==> src/rtl/dvr_pkg.sv <==
// shared types and constants for the distance-vector route engine
`default_nettype none
package dvr_pkg;
    localparam int NODES_DEF = 32;
    localparam logic [9:0] NO_LINK = 10'd999;
    localparam logic [5:0] NODE_COUNT_RST = 6'd32;
    localparam logic [4:0] TRACE_LAST = 5'd31;

    localparam logic [2:0] OP_SET = 3'd0;
    localparam logic [2:0] OP_REMOVE = 3'd1;
    localparam logic [2:0] OP_RECOMPUTE = 3'd2;
    localparam logic [2:0] OP_READ = 3'd3;
    localparam logic [2:0] OP_TRACE = 3'd4;

    localparam logic [1:0] KIND_ACK = 2'd0;
    localparam logic [1:0] KIND_ENTRY = 2'd1;
    localparam logic [1:0] KIND_HOP = 2'd2;

    typedef struct packed {
        logic [2:0] opcode;
        logic [4:0] node_a;
        logic [4:0] node_b;
        logic [9:0] link_cost;
    } t_in_word;

    typedef struct packed {
        logic [1:0] kind;
        logic       reachable;
        logic [9:0] route_cost;
        logic [4:0] hop_node;
        logic       last;
    } t_out_word;

    typedef struct packed {
        logic       take;
        logic [9:0] cost;
    } t_relax_res;
endpackage
`default_nettype wire

==> src/rtl/dvr_relax_unit.sv <==
// shared relaxation unit: widened sum and tie-aware compare
`default_nettype none
module dvr_relax_unit #(
    parameter int NI = 5
) (
    input  wire logic [9:0]    i_link_cost,
    input  wire logic [9:0]    i_cost_jk,
    input  wire logic [9:0]    i_cost_ik,
    input  wire logic          i_hv_ik,
    input  wire logic [NI-1:0] i_hop_ik,
    input  wire logic [NI-1:0] i_j,
    output dvr_pkg::t_relax_res o_res
);
    logic [10:0] w_sum;
    logic        w_better;
    logic        w_tie;

    always_comb begin
        w_sum = {1'b0, i_link_cost} + {1'b0, i_cost_jk};
        w_better = w_sum < {1'b0, i_cost_ik};
        // equal cost goes to the smaller next hop
        w_tie = (w_sum == {1'b0, i_cost_ik}) && (!i_hv_ik || (i_j < i_hop_ik));
        o_res.take = (w_sum < {1'b0, dvr_pkg::NO_LINK}) && (w_better || w_tie);
        o_res.cost = w_sum[9:0];
    end
endmodule
`default_nettype wire

==> config.mk <==
export PLATFORM = sky130hd
export DESIGN_NAME = dvr_relax_unit
export DESIGN_NICKNAME = d
export VERILOG_FILES = /design/src/rtl/dvr_pkg.sv /design/src/rtl/dvr_relax_unit.sv
export SDC_FILE = /design/constraint.sdc
export NUM_CORES = 1
export LEC_CHECK = 0
export CAP_MARGIN = 20
export CORE_MARGIN = 2
export CORE_UTILIZATION = 45
export DETAILED_ROUTE_END_ITERATION = 10
export DONT_BUFFER_PORTS = 1
export PLACE_DENSITY_LB_ADDON = 0.3
export SYNTH_ARGS = -nofsm -noshare
export SYNTH_HDL_FRONTEND = slang
export SYNTH_SLANG_ARGS = --single-unit
==> constraint.sdc <==
create_clock -name vclk -period 3.9
set_clock_uncertainty 0.15 [all_clocks]
set_input_delay 0.195 -clock vclk [all_inputs]
set_output_delay 0.195 -clock vclk [all_outputs]
set_load 0.01 [all_outputs]
==> run_results.csv <==
group,metric,value,unit
global_routing,grt.met1_usage,22.3,%
placement,post-dp-hpwl,1620,µm
power,clockPowerShare,0,%
die,start_util,48.0,%
final_layout,seq_cell_count,0,
die,die_x,47.1,µm
sta,drv_slew,0,
die,dieHeight,47.1,µm
global_routing,grt_overflow_total,0,
power,leakage,0.000434,µW
worst_setup_path,cp_max_fo,3,
worst_setup_path,critical_path_class,"input port to output pin",
final_layout,fin_nets,172,
sta,fin_crit_sh,88.5,%
power,seqPwrFrac,0,%
worst_hold_path,hold_path.class,"input port to output pin",
final_layout,fin_cells,129,
synthesis,synth_most_common_cell,"ha_1",
detailed_routing,num_vias,758,
clocking,cts_setup_buffers,0,
synthesis,synth.distinct_cells,33,
detailed_routing,avgRoutedWirePerCell,13.5,µm
synthesis,synth_area,837,µm²
detailed_routing,drt_iter0_drc,8,
die,die_area,0.00222,mm²
detailed_routing,drt-total-wl,1740,µm
synthesis,yosys.area.top_type,"ha_1",
sta,maxSlewHeadroom,67.5,%
final_layout,regArea,0,µm²
placement,gp_congestion,0.815,
sta,rsz0062_at_grt,"no",
power,power_density,195,mW/mm²
worst_setup_path,critical_path_arrival,3110,ps
final_layout,diodes,0,
global_routing,grt_pass1_wl,2760,µm
sta,hold_viol,0,
final_layout,areaGrowthSynthToFinish,4.63,%
worst_setup_path,worstSetupStartpointType,"input port",
detailed_routing,dr.pass1.iters,4,
detailed_routing,drcViolationCount,0,
power,sw_frac_of_total,57.1,%
synthesis,syn_inst,103,
global_routing,grt_pass1_vias,687,
final_layout,final.clkbuf_count,0,
power,p_int,73.2,µW
worst_setup_path,slowest_stage,"fa_1",
worst_hold_path,hold_start,"i_cost_jk[0]",
global_routing,antenna_found_initial,0,
die,core_area,0.00175,mm²
global_routing,grt_usage,16.4,%
sta,fin_crit,3450,ps
synthesis,ys_warn_count,0,
synthesis,synth_common_cells,"24 x ha_1, 19 x inv_1, 6 x a211oi_1, 6 x o21ai_0, 5 x nor2_1",
sta,tns,0,ps
sta,setup_violations,0,
worst_setup_path,crit_path_cell_trace,"ha_1, inv_1, fa_1, nand2b_1, a21oi_1, o21a_1, o21ai_0, o31a_1, ha_1, nand4_1, a2111oi_0, o21ai_0, a22o_1, a41oi_2",
synthesis,yosysSeqAreaShare,0,%
placement,portBuffers,0,
clocking,ctsHoldBuffers,0,
sta,clock.fmax,290,MHz
global_routing,grtUsageMet3,3.08,%
clocking,post_cts_resize_count,0,
global_routing,grt.busiest_layer,"met2",
worst_setup_path,crit_required,3560,ps
run,maxCapViolations,0,
worst_setup_path,end_kind,"output pin",
placement,placedCellCount,129,
die,pin_count,52,
power,ir_drop,0.0973,mV
final_layout,drive_gt1_share,7.69,%
power,power_frac_comb,100.0,%
global_routing,gr-usage-met2,28.5,%
outcome,outcome,"complete, no violations",
die,rows,15,
detailed_routing,ant_nets,0,
final_layout,nFillCells,174,
global_routing,grt_max_degree,9,
synthesis,synth_nets,169,
synthesis,synth_area_leaders,"ha_1 36%, inv_1 8.5%, a211oi_1 5.4%",
power,power.switching,97.6,µW
sta,tightest_slew,484,ps
worst_setup_path,max_stage_delay,380,ps
synthesis,avgSynthCellArea,8.13,µm²
worst_setup_path,cp-startpoint,"i_link_cost[0]",
detailed_routing,vias_per_cell,5.88,
synthesis,synth_top_area_share,35.9,%
[critical path: cells and delay by family]
family	cells	cell delay, ps
adder cells (fa/ha/maj)	3	850
AND/OR/NAND/NOR	2	310
buffers and inverters	1	60
AO/OA/AOI/OAI	8	1680
[path summary, 6_finish.rpt]
check,end,depth (start not counted),slack (ps)
worst max-delay path,o_res[10],14,450
worst min-delay path,o_res[0],1,420
[cells by family (layout without fill, tap and decap cells)]
group,count (synthesis),after routing,synth area share [%]
AO/OA/AOI/OAI,35,35,33.9
XOR/XNOR,5,5,5.23
adder cells (fa/ha/maj),25,25,38.3
buffers and inverters,19,20,8.52
AND/OR/NAND/NOR,19,19,14.1
[power groups by stage]
stage	clock (µW)	combinational, µW	sequential, µW
floorplan	0	138	0
global placement	0	166	0
detailed placement	0	170	0
CTS	0	171	0
global route	0	193	0
finish	0	171	0
[per-stage QoR]
step	instance area [µm²]	hold WS, ps	setup slack [ps]	total power (µW)	utilization [%]
floorplan	837	404	733	138	-
global route	876	434	212	193	50.2
finish	876	421	447	171	50.2
CTS	876	426	443	171	50.2
detailed placement	876	425	447	170	50.2
global placement	876	423	540	166	50.2
[area by class of cell]
| class | count | area [µm²] | area share (%) |
|---|---|---|---|
| inverter | 19 | 71.3 | 8.14 |
| timing repair buffer | 1 | 7.51 | 0.857 |
| multi-input combinational | 84 | 766 | 87.4 |
| tap | 25 | 31.3 | 3.57 |
[cells in the final DEF, fill, tap and decap left out, drive strengths merged, types with 2 or more instances in the layout]
master	Yosys	routed
a211oi	6	6
a21o	2	2
a21oi	5	5
and3	2	2
ha	24	24
inv	19	19
nand2b	3	3
nand4b	2	2
nor2	5	5
nor2b	2	2
o211ai	2	2
o21a	3	3
o21ai	6	6
o31a	2	2
xnor2	4	4
[layer usage]
layer	wire, µm	vias to the layer above
met3	177	0
met1	800	325
li1	-	395
met5	0	-
met4	0	0
met2	761	38
Power figures use the tool's default switching activity.
